--- src/rtl/rbht_pkg.sv ---
`default_nettype none
// ----------------------------------------------------------------------------
// rbht_pkg
// Types and constants for the button rectangle hit-test table.
// ----------------------------------------------------------------------------
package rbht_pkg;

	localparam int MAX_BUTTONS_DEF = 16;

	localparam int KEY_W  = 16;
	localparam int PIX_W  = 12;
	localparam int SCR_W  = 13;
	localparam int Q_W    = 16;
	localparam int DIFF_W = 14;
	localparam int NUM_W  = 27;
	localparam int MAG_W  = 26;
	localparam int DEN2_W = 14;
	localparam int STEP_W = 4;

	localparam logic [SCR_W-1:0] HALF_W_REF = 13'd960;
	localparam logic [SCR_W-1:0] HALF_H_REF = 13'd540;
	localparam logic [SCR_W-1:0] SCR_MIN    = 13'd2;
	localparam logic [SCR_W-1:0] SCR_W_RST  = 13'd1920;
	localparam logic [SCR_W-1:0] SCR_H_RST  = 13'd1080;

	localparam int CFG_IDX_W = 2;
	localparam logic [CFG_IDX_W-1:0] CFG_SCREEN_WIDTH  = 2'd0;
	localparam logic [CFG_IDX_W-1:0] CFG_SCREEN_HEIGHT = 2'd1;

	localparam logic [1:0] MODE_FRAME   = 2'd0;
	localparam logic [1:0] MODE_PLACE   = 2'd1;
	localparam logic [1:0] MODE_PRESS   = 2'd2;
	localparam logic [1:0] MODE_RELEASE = 2'd3;

	localparam logic [1:0] OP_LEFT   = 2'd0;
	localparam logic [1:0] OP_RIGHT  = 2'd1;
	localparam logic [1:0] OP_BOTTOM = 2'd2;
	localparam logic [1:0] OP_TOP    = 2'd3;

	typedef struct packed {
		logic [KEY_W-1:0]      key;
		logic signed [Q_W-1:0] left;
		logic signed [Q_W-1:0] right;
		logic signed [Q_W-1:0] bottom;
		logic signed [Q_W-1:0] top;
	} tbl_entry_t;

endpackage
`default_nettype wire

--- src/rtl/rect_button_hit_test_table.sv ---
`default_nettype none
// ----------------------------------------------------------------------------
// rect_button_hit_test_table
// Table of button rectangles with key lookup, append and point hit test.
// ----------------------------------------------------------------------------
// Input beats are taken on in_valid/in_stall; one result beat (hit_flag,
// table_full) leaves per input beat on out_valid/out_stall. in_stall stays
// high while an item is worked. Config writes (cfg_index 0 screen width,
// 1 screen height) are always ready; write them only while the block is idle.
// A frame start goes straight to the finish step. A place walks the table for
// its key; a new key then gets four divisions unless the table is full. A press
// or release runs two divisions and then walks the entries up to the first hit.
// All divisions share the one-bit-per-cycle divider; the entry walk reads each
// entry through the registered table read port. The next item can be taken in
// the cycle in which the result beat is first presented, at the earliest.
// Reset clears the table count, active marks, pressed latches and out_valid.
// A stalled result waits in the output register; the next item may be taken
// meanwhile and finishes once that register is free.
// ----------------------------------------------------------------------------
module rect_button_hit_test_table
	import rbht_pkg::*;
#(
	parameter int MAX_BUTTONS = MAX_BUTTONS_DEF
) (
	input  wire logic                 clk,
	input  wire logic                 arst_n,

	input  wire logic                 cfg_valid,
	output logic                      cfg_ready,
	input  wire logic [CFG_IDX_W-1:0] cfg_index,
	input  wire logic [SCR_W-1:0]     cfg_data,

	input  wire logic                 in_valid,
	output logic                      in_stall,
	input  wire logic [1:0]           mode,
	input  wire logic [KEY_W-1:0]     button_key,
	input  wire logic [PIX_W-1:0]     rect_x,
	input  wire logic [PIX_W-1:0]     rect_y,
	input  wire logic [PIX_W-1:0]     rect_width,
	input  wire logic [PIX_W-1:0]     rect_height,
	input  wire logic [PIX_W-1:0]     point_x,
	input  wire logic [PIX_W-1:0]     point_y,

	output logic                      out_valid,
	input  wire logic                 out_stall,
	output logic                      hit_flag,
	output logic                      table_full
);

	localparam int IDX_W = (MAX_BUTTONS > 1) ? $clog2(MAX_BUTTONS) : 1;
	localparam int CNT_W = $clog2(MAX_BUTTONS + 1);

	localparam logic [2:0] ST_IDLE     = 3'd0;
	localparam logic [2:0] ST_DIV_LD   = 3'd1;
	localparam logic [2:0] ST_DIV_RUN  = 3'd2;
	localparam logic [2:0] ST_DIV_END  = 3'd3;
	localparam logic [2:0] ST_SCAN_RD  = 3'd4;
	localparam logic [2:0] ST_SCAN_CMP = 3'd5;
	localparam logic [2:0] ST_APPEND   = 3'd6;
	localparam logic [2:0] ST_FIN      = 3'd7;

	logic [2:0]             state_q;
	logic [SCR_W-1:0]       scr_w_q, scr_h_q;

	logic [1:0]             mode_q;
	logic [KEY_W-1:0]       key_q;
	logic [PIX_W-1:0]       rx_q, ry_q, rw_q, rh_q, px_in_q, py_in_q;

	logic [CNT_W-1:0]       count_q;
	logic [CNT_W-1:0]       idx_q;
	logic [1:0]             op_q;
	logic [MAX_BUTTONS-1:0] act_q, prs_q;
	logic                   hit_q, full_q;
	logic                   out_valid_q, out_hit_q, out_full_q;

	logic signed [Q_W-1:0]  res_q [4];

	logic                   div_neg_q, div_ovf_q;
	logic [DEN2_W-1:0]      div_d2_q, div_r_q;
	logic [Q_W-1:0]         div_m_q, div_qt_q;
	logic [STEP_W-1:0]      step_q;

	tbl_entry_t             tbl_mem [MAX_BUTTONS];
	tbl_entry_t             rd_q;
	tbl_entry_t             wr_entry;
	logic                   mem_we;

	logic                   accept, is_query, last_op, out_free;
	logic [SCR_W-1:0]       w_eff, h_eff, den;
	logic [DIFF_W-1:0]      diff;
	logic [NUM_W-1:0]       n2;
	logic [MAG_W-1:0]       mag;
	logic [DEN2_W-1:0]      d2;
	logic [DEN2_W:0]        trial;
	logic                   trial_ge;
	logic [Q_W-1:0]         quo;
	logic signed [Q_W-1:0]  div_res;
	logic                   key_match, cross_y, odd_x, rect_hit;

	assign cfg_ready = 1'b1;
	assign in_stall  = (state_q != ST_IDLE);
	assign accept    = in_valid && !in_stall;
	assign is_query  = mode_q[1];
	assign last_op   = is_query ? (op_q == OP_RIGHT) : (op_q == OP_TOP);
	assign out_free  = !out_valid_q || !out_stall;

	assign out_valid  = out_valid_q;
	assign hit_flag   = out_hit_q;
	assign table_full = out_full_q;

	// divider operand select
	always_comb begin
		w_eff = (scr_w_q < SCR_MIN) ? SCR_MIN : scr_w_q;
		h_eff = (scr_h_q < SCR_MIN) ? SCR_MIN : scr_h_q;
		diff  = '0;
		den   = HALF_W_REF;
		if (is_query) begin
			if (op_q == OP_LEFT) begin
				diff = {1'b0, px_in_q, 1'b0} - {1'b0, w_eff};
				den  = w_eff;
			end else begin
				diff = {1'b0, h_eff} - {1'b0, py_in_q, 1'b0};
				den  = h_eff;
			end
		end else begin
			unique case (op_q)
				OP_LEFT: begin
					diff = {2'b00, rx_q} - {1'b0, HALF_W_REF};
					den  = HALF_W_REF;
				end
				OP_RIGHT: begin
					diff = {1'b0, {1'b0, rx_q} + {1'b0, rw_q}} - {1'b0, HALF_W_REF};
					den  = HALF_W_REF;
				end
				OP_BOTTOM: begin
					diff = {2'b00, ry_q} - {1'b0, HALF_H_REF};
					den  = HALF_H_REF;
				end
				OP_TOP: begin
					diff = {1'b0, {1'b0, ry_q} + {1'b0, rh_q}} - {1'b0, HALF_H_REF};
					den  = HALF_H_REF;
				end
				default: begin
					diff = '0;
					den  = HALF_W_REF;
				end
			endcase
		end
		n2  = {diff[DIFF_W-1], diff, 12'b0} + {{(NUM_W-SCR_W){1'b0}}, den};
		mag = n2[NUM_W-1] ? ~n2[MAG_W-1:0] : n2[MAG_W-1:0];
		d2  = {den, 1'b0};
	end

	// one restoring step
	assign trial    = {div_r_q, div_m_q[Q_W-1]};
	assign trial_ge = (trial >= {1'b0, div_d2_q});
	assign quo      = div_ovf_q ? {1'b0, {(Q_W-1){1'b1}}} : div_qt_q;
	assign div_res  = div_neg_q ? $signed(~quo) : $signed(quo);

	// entry compare
	assign key_match = (rd_q.key == key_q);
	assign cross_y   = (res_q[1] <= rd_q.bottom) != (res_q[1] <= rd_q.top);
	assign odd_x     = (res_q[0] <= rd_q.left) != (res_q[0] <= rd_q.right);
	assign rect_hit  = cross_y && odd_x;

	assign mem_we          = (state_q == ST_APPEND);
	assign wr_entry.key    = key_q;
	assign wr_entry.left   = res_q[OP_LEFT];
	assign wr_entry.right  = res_q[OP_RIGHT];
	assign wr_entry.bottom = res_q[OP_BOTTOM];
	assign wr_entry.top    = res_q[OP_TOP];

	always_ff @(posedge clk) begin
		if (mem_we) begin
			tbl_mem[count_q[IDX_W-1:0]] <= wr_entry;
		end
		rd_q <= tbl_mem[idx_q[IDX_W-1:0]];
	end

	always_ff @(posedge clk or negedge arst_n) begin
		if (!arst_n) begin
			scr_w_q <= SCR_W_RST;
			scr_h_q <= SCR_H_RST;
		end else if (cfg_valid && cfg_ready) begin
			if (cfg_index == CFG_SCREEN_WIDTH) begin
				scr_w_q <= cfg_data;
			end else if (cfg_index == CFG_SCREEN_HEIGHT) begin
				scr_h_q <= cfg_data;
			end
		end
	end

	// payload and datapath registers
	always_ff @(posedge clk) begin
		if (accept) begin
			mode_q  <= mode;
			key_q   <= button_key;
			rx_q    <= rect_x;
			ry_q    <= rect_y;
			rw_q    <= rect_width;
			rh_q    <= rect_height;
			px_in_q <= point_x;
			py_in_q <= point_y;
		end
		if (state_q == ST_DIV_LD) begin
			div_neg_q <= n2[NUM_W-1];
			div_ovf_q <= ({{(DEN2_W-11){1'b0}}, mag[MAG_W-1:15]} >= d2);
			div_d2_q  <= d2;
			div_r_q   <= {{(DEN2_W-10){1'b0}}, mag[MAG_W-1:16]};
			div_m_q   <= mag[Q_W-1:0];
			div_qt_q  <= '0;
		end
		if (state_q == ST_DIV_RUN) begin
			div_r_q  <= trial_ge ? DEN2_W'(trial - {1'b0, div_d2_q}) : trial[DEN2_W-1:0];
			div_m_q  <= {div_m_q[Q_W-2:0], 1'b0};
			div_qt_q <= {div_qt_q[Q_W-2:0], trial_ge};
		end
		if (state_q == ST_DIV_END) begin
			res_q[op_q] <= div_res;
		end
		if (out_valid_q == 1'b0 || !out_stall) begin
			if (state_q == ST_FIN) begin
				out_hit_q  <= hit_q;
				out_full_q <= full_q;
			end
		end
	end

	// sequencer
	always_ff @(posedge clk or negedge arst_n) begin
		if (!arst_n) begin
			state_q     <= ST_IDLE;
			count_q     <= '0;
			idx_q       <= '0;
			op_q        <= OP_LEFT;
			step_q      <= '0;
			act_q       <= '0;
			prs_q       <= '0;
			hit_q       <= 1'b0;
			full_q      <= 1'b0;
			out_valid_q <= 1'b0;
		end else begin
			if (state_q == ST_FIN && out_free) begin
				out_valid_q <= 1'b1;
			end else if (!out_stall) begin
				out_valid_q <= 1'b0;
			end
			unique case (state_q)
				ST_IDLE: begin
					if (accept) begin
						hit_q  <= 1'b0;
						full_q <= 1'b0;
						idx_q  <= '0;
						op_q   <= OP_LEFT;
						unique case (mode)
							MODE_FRAME: begin
								act_q   <= '0;
								state_q <= ST_FIN;
							end
							MODE_PLACE: state_q <= ST_SCAN_RD;
							default:    state_q <= ST_DIV_LD;
						endcase
					end
				end
				ST_DIV_LD: begin
					step_q  <= '0;
					state_q <= ST_DIV_RUN;
				end
				ST_DIV_RUN: begin
					step_q <= step_q + 1'b1;
					if (step_q == {STEP_W{1'b1}}) begin
						state_q <= ST_DIV_END;
					end
				end
				ST_DIV_END: begin
					op_q <= op_q + 1'b1;
					if (!last_op) begin
						state_q <= ST_DIV_LD;
					end else if (is_query) begin
						idx_q   <= '0;
						state_q <= ST_SCAN_RD;
					end else begin
						state_q <= ST_APPEND;
					end
				end
				ST_SCAN_RD: begin
					if (idx_q == count_q) begin
						if (is_query) begin
							state_q <= ST_FIN;
						end else if (count_q == CNT_W'(MAX_BUTTONS)) begin
							full_q  <= 1'b1;
							state_q <= ST_FIN;
						end else begin
							op_q    <= OP_LEFT;
							state_q <= ST_DIV_LD;
						end
					end else begin
						state_q <= ST_SCAN_CMP;
					end
				end
				ST_SCAN_CMP: begin
					if (!is_query) begin
						if (key_match) begin
							act_q[idx_q[IDX_W-1:0]] <= 1'b1;
							hit_q                   <= prs_q[idx_q[IDX_W-1:0]];
							prs_q[idx_q[IDX_W-1:0]] <= 1'b0;
							state_q                 <= ST_FIN;
						end else begin
							idx_q   <= idx_q + 1'b1;
							state_q <= ST_SCAN_RD;
						end
					end else if (rect_hit) begin
						if (mode_q == MODE_PRESS) begin
							hit_q <= 1'b1;
						end else if (act_q[idx_q[IDX_W-1:0]]) begin
							prs_q[idx_q[IDX_W-1:0]] <= 1'b1;
							hit_q                   <= 1'b1;
						end
						state_q <= ST_FIN;
					end else begin
						idx_q   <= idx_q + 1'b1;
						state_q <= ST_SCAN_RD;
					end
				end
				ST_APPEND: begin
					act_q[count_q[IDX_W-1:0]] <= 1'b1;
					prs_q[count_q[IDX_W-1:0]] <= 1'b0;
					count_q                   <= count_q + 1'b1;
					state_q                   <= ST_FIN;
				end
				ST_FIN: begin
					if (out_free) begin
						state_q <= ST_IDLE;
					end
				end
				default: state_q <= ST_IDLE;
			endcase
		end
	end

`ifndef SYNTHESIS
	a_count_bound: assert property (@(posedge clk) disable iff (!arst_n)
		count_q <= CNT_W'(MAX_BUTTONS))
		else $error("entry count beyond table depth");

	a_append_room: assert property (@(posedge clk) disable iff (!arst_n)
		(state_q == ST_APPEND) |-> (count_q < CNT_W'(MAX_BUTTONS)))
		else $error("append into full table");

	a_scan_index: assert property (@(posedge clk) disable iff (!arst_n)
		(state_q == ST_SCAN_CMP) |-> (idx_q < count_q))
		else $error("entry walk past table end");

	a_out_from_fin: assert property (@(posedge clk) disable iff (!arst_n)
		$rose(out_valid_q) |-> ($past(state_q) == ST_FIN))
		else $error("result beat not from finish step");

	a_full_no_hit: assert property (@(posedge clk) disable iff (!arst_n)
		(out_valid_q && out_full_q) |-> !out_hit_q)
		else $error("full table beat reports a hit");
`endif

endmodule
`default_nettype wire

--- config.mk ---
export PLATFORM = sky130hd
export DESIGN_NAME = rect_button_hit_test_table
export DESIGN_NICKNAME = d
export VERILOG_FILES = /design/src/rtl/rbht_pkg.sv /design/src/rtl/rect_button_hit_test_table.sv
export SDC_FILE = /design/constraint.sdc
export NUM_CORES = 2
export LEC_CHECK = 0
export BUFFER_PORTS_ARGS = -buffer_cell sky130_fd_sc_hd__buf_2
export CELL_PAD_IN_SITES_DETAIL_PLACEMENT = 1
export CELL_PAD_IN_SITES_GLOBAL_PLACEMENT = 1
export CORE_UTILIZATION = 45
export CTS_BUF_LIST = sky130_fd_sc_hd__clkbuf_8
export DETAILED_ROUTE_END_ITERATION = 10
export GPL_ROUTABILITY_DRIVEN = 0
export PLACE_DENSITY_LB_ADDON = 0.1
export SLEW_MARGIN = 15
export SYNTH_ARGS = -nofsm -noshare
export SYNTH_HDL_FRONTEND = slang
export SYNTH_SLANG_ARGS = --single-unit
--- constraint.sdc ---
create_clock -name clk -period 7.3 [get_ports clk]
set_input_delay 0.73 -clock clk [delete_from_list [all_inputs] [get_ports clk]]
set_output_delay 0.73 -clock clk [all_outputs]
set_load 0.01 [all_outputs]
==> key figures <==
Clock network
  – Num CTS Buffers: between 200 and 300
  – CTS tree: done
  – Maximum clock insertion buffer count: 4
  – Clock slew at reported path FFs: 70 ps
  – Clk Latency, worst-skew pair: 990 ps
  – Post-CTS Repair Setup Buffers: 0
  – Clock sinks: between 1500 and 2000
  – Root buffer cell: clkbuf_8
  – H-tree level count: 5

Hold path
  – Hold Path Depth: 3
  – Worst hold path class: input port to register
  – Hold_sp: cfg_data[10]
  – Endpoint, Worst Hold: scr_w_q[10]

Power and ir drop
  – Switch Pwr: around 8.9 mW
  – Comb pwr share: 0.276
  – Clk network pwr share: 0.286
  – Pint: 19.37 mW
  – Power per cell area: roughly 360 mW/mm2
  – Leak pwr: around 27 nW
  – Total Power: between 20 and 30 mW
  – Sequential power share: 0.438
  – Peak supply drop: approximately 0.24 mV
  – Switching portion of total power: 0.3146

Synthesis
  – Ys flop type: edfxtp_1
  – Netlist cell types: 90
  – Mapped cell area: between 0.06 and 0.07 mm2
  – Synth Instances: 3685
  – Post-synth EDFFs: roughly 1500
  – Register bit count reported by yosys: 1657
  – Sequential-to-total area share from yosys stat: 0.7089
  – Ranking of synthesized cells by area: edfxtp_1, mux4_2, ha_1, dfrtp_1, dfxtp_1
  – Syn_nets: slightly below 4000
  – Syn Area/Cell: ~19 um2
  – Fraction of registers with async set/reset: 0.04828
  – Synthesis Warnings: 0
  – Area share of the largest cell type after synthesis: 0.6559
  – Area leader, netlist: edfxtp_1

STA
  – Fmax: roughly 160 MHz
  – Worst-Margin Slew: roughly 1100 ps
  – Worst Clk Skew: slightly above 70 ps
  – RSZ-0062 raised after global routing: false
  – Final worst slack: 1091 ps
  – Rel. slew slack: 0.2386
  – Setup TNS Final: 0 ps
  – Fin crit period: between 6000 and 7000 ps
  – Setup-failing EPs final: 0
  – Final hold viol count: 0
  – Period utilisation layout: 0.8505
  – Slew Viols, Final: 0
  – Hold WS: between 80 and 90 ps

Worst setup path
  – Setup CP Type: register to register
  – Critical Path Source Type: register
  – Reg2reg start: op_q[0]
  – CP Capture Type: register
  – CP required: approximately 8000 ps
  – Critical Path Fanout Max: 29
  – Reg2reg end: div_ovf_q
  – FF-to-FF setup slack: 1090 ps
  – Worst Path Arrival: just under 7000 ps
  – R2R depth: 25

Layout
  – Final std cells w/o fill: around 6300
  – Filler cells: roughly 14000
  – Syn-to-layout area delta: 13.82%
  – Share of cells above drive strength 1: 0.2407
  – Layout net count: between 4000 and 5000

Floorplan
  – Rows: 142
  – Height of the die: just under 400 um
  – Ports: about 120
  – Area of the core: about 0.15 mm2
  – Area of the die: approximately 0.15 mm2
  – Chip width: roughly 390 um
  – Starting Density: 0.4551

Drt
  – Routed wire length: ~180 mm
  – Drt first pass iters: 5
  – Post-DRT Antenna Nets: 0
  – DR DRC count: 0
  – Vias: between 30000 and 40000
  – DR iter-0 viols: 2525
  – Routed WL per cell: 28.14 um
  – Vias/cell: approximately 5.8

Outcome
  – Status: completed

GRT
  – GRT overflow: 0
  – GRT Util Overall: 0.2339
  – Largest net degree at the start of global routing: around 140
  – Vias in the first global route: 39818
  – First-pass GRT wire length: 261.3 mm
  – Initial antenna violation count: 5

Flow run
  – Max-cap violations: 0

Place
  – Post-DP HPWL: around 100 mm
  – Pre-CTS setup slack: about 1100 ps
  – Cell total after placement: ~5700
  – # port buffers: ~110
[repair_timing]
action | in CTS | in global routing
resized for setup | 0 | 0
endpoints found under the hold margin | 168 | 0
hold buffers | 99 | 0
[flip-flops by register name, indices dropped and copies added, names as in the netlist, 2 cells and up, named ones only]
name and cells:
act_q 16, count_q 5, div_d2_q 13, div_m_q 16
div_qt_q 16, div_r_q 14, idx_q 5, key_q 16
mode_q 2, op_q 2, px_in_q 12, py_in_q 12
rd_q 80, res_q 64, rh_q 12, rw_q 12
rx_q 12, ry_q 12, scr_h_q 13, scr_w_q 13
state_q 3, step_q 4, tbl_mem 1280
[power groups by stage]
| stage | clock network [mW] | logic [mW] | registers [mW] |
|---|---|---|---|
| after CTS | 8.28 | 7.89 | 12.4 |
| after global placement | 0 | 7.67 | 12.5 |
| after floorplan | 0 | 5.62 | 12.2 |
| final | 8.09 | 7.80 | 12.4 |
| after global routing | 8.63 | 8.49 | 12.5 |
| after detailed placement | 0 | 7.80 | 12.6 |
[cell usage after synthesis, types with 6 or more instances]
master	n
or3_1	12
nand3_1	46
and4_1	7
nor2b_1	33
buf_1	24
dfstp_2	8
edfxtp_1	1496
a31oi_1	27
xor2_1	38
nand3b_1	8
mux4_2	411
o21a_1	17
a21oi_1	101
a22o_1	19
or2_2	14
inv_1	190
and2_1	35
a211oi_1	17
dfxtp_1	81
nor4_1	14
dfrtp_1	72
xnor2_1	65
and3_1	13
o211ai_1	10
nor3_1	30
mux2_2	19
mux2i_1	21
nor3b_1	7
a2bb2oi_1	14
clkbuf_1	132
a221oi_1	9
nand2b_1	30
o31ai_1	38
a21o_1	29
nand4_1	22
nand2_1	105
o21ai_0	82
ha_1	178
buf_2	6
nor2_1	99
[worst max-delay path by stage]
stage | from | to | slack, ps | cells past startpoint
3_3_place_gp | op_q[0] | div_ovf_q | 1220 | 25
4_1_cts | op_q[0] | div_ovf_q | 1050 | 25
2_1_floorplan | op_q[0] | div_ovf_q | 1410 | 30
6_report | op_q[0] | div_ovf_q | 1090 | 25
5_1_grt | op_q[0] | div_ovf_q | 550 | 25
3_5_place_dp | op_q[0] | div_ovf_q | 1110 | 25
[layer usage]
metal | GRT usage | routed length (um) | up-vias
met5 | 0 | 11 | -
met4 | 0.07869 | 5179 | 2
met3 | 0.03536 | 8130 | 342
met2 | 0.3887 | 88210 | 1068
met1 | 0.3157 | 76180 | 19357
li1 | - | - | 15670
[layout by cell type, fill, tap and decap left out, drive strengths merged, types with 30 or more instances in the layout]
cell type and count:
mux4 411, o31ai 38, nor3 30, inv 303, ha 178, edfxtp 1496
o21ai 85, xor2 38, nor2b 33, nand2b 30, a21oi 101, clkbuf 322
and2 35, dlygate4sd3 99, buf 173, clkinv 54, nor2 99, dfxtp 81
nand2 105, dfrtp 72, xnor2 67, nand3 46
[critical path, cell delays in order, from the launching register on]
cell	delay, ps
dfrtp_1	420
inv_1	110
ha_2	600
buf_4	390
nand2_1	80
o21ai_0	80
nand2_1	100
o21ai_0	130
ha_1	210
ha_1	200
o311a_1	200
nor3b_2	250
nand4_2	190
or3_1	510
o21ai_4	310
buf_4	380
xor2_1	260
ha_1	290
nor2b_1	140
o21ai_0	140
nand2b_1	90
a221oi_1	290
o31ai_1	130
a41o_1	220
nor2_1	100
nor4_1	50
[layout make-up]
type,instances,area (um2),area share
Antenna cell,3,7.507,0.00009630
Clock buffer,322,4432,0.05685
Clock inverter,182,998.5,0.01281
Inverter,190,715.7,0.009180
Multi-Input combinational cell,1672,18660,0.2394
Sequential cell,1657,48570,0.6230
Tap cell,2016,2522,0.03236
Timing Repair Buffer,272,2051,0.02630
[cells by family (layout without fill, tap and decap cells)]
kind of cell,after synthesis,in the layout,share of synthesized area
flops,1657,1657,0.7089
simple gates,493,493,0.03803
mux,451,451,0.1413
compound gates,439,439,0.04406
buf+inv,356,966,0.01995
fa+ha+maj,183,183,0.03398
xor+xnor,105,105,0.01365
other cells,1,4,0.00005475
[per-stage QoR]
stage	utilization	cell area [um2]
2_1_floorplan	-	68490
3_3_place_gp	0.4753	71530
3_5_place_dp	0.4753	71530
4_1_cts	0.5180	77950
5_1_grt	0.5180	77950
6_report	0.5181	77960
No activity file was read; power rests on OpenSTA's default activity.
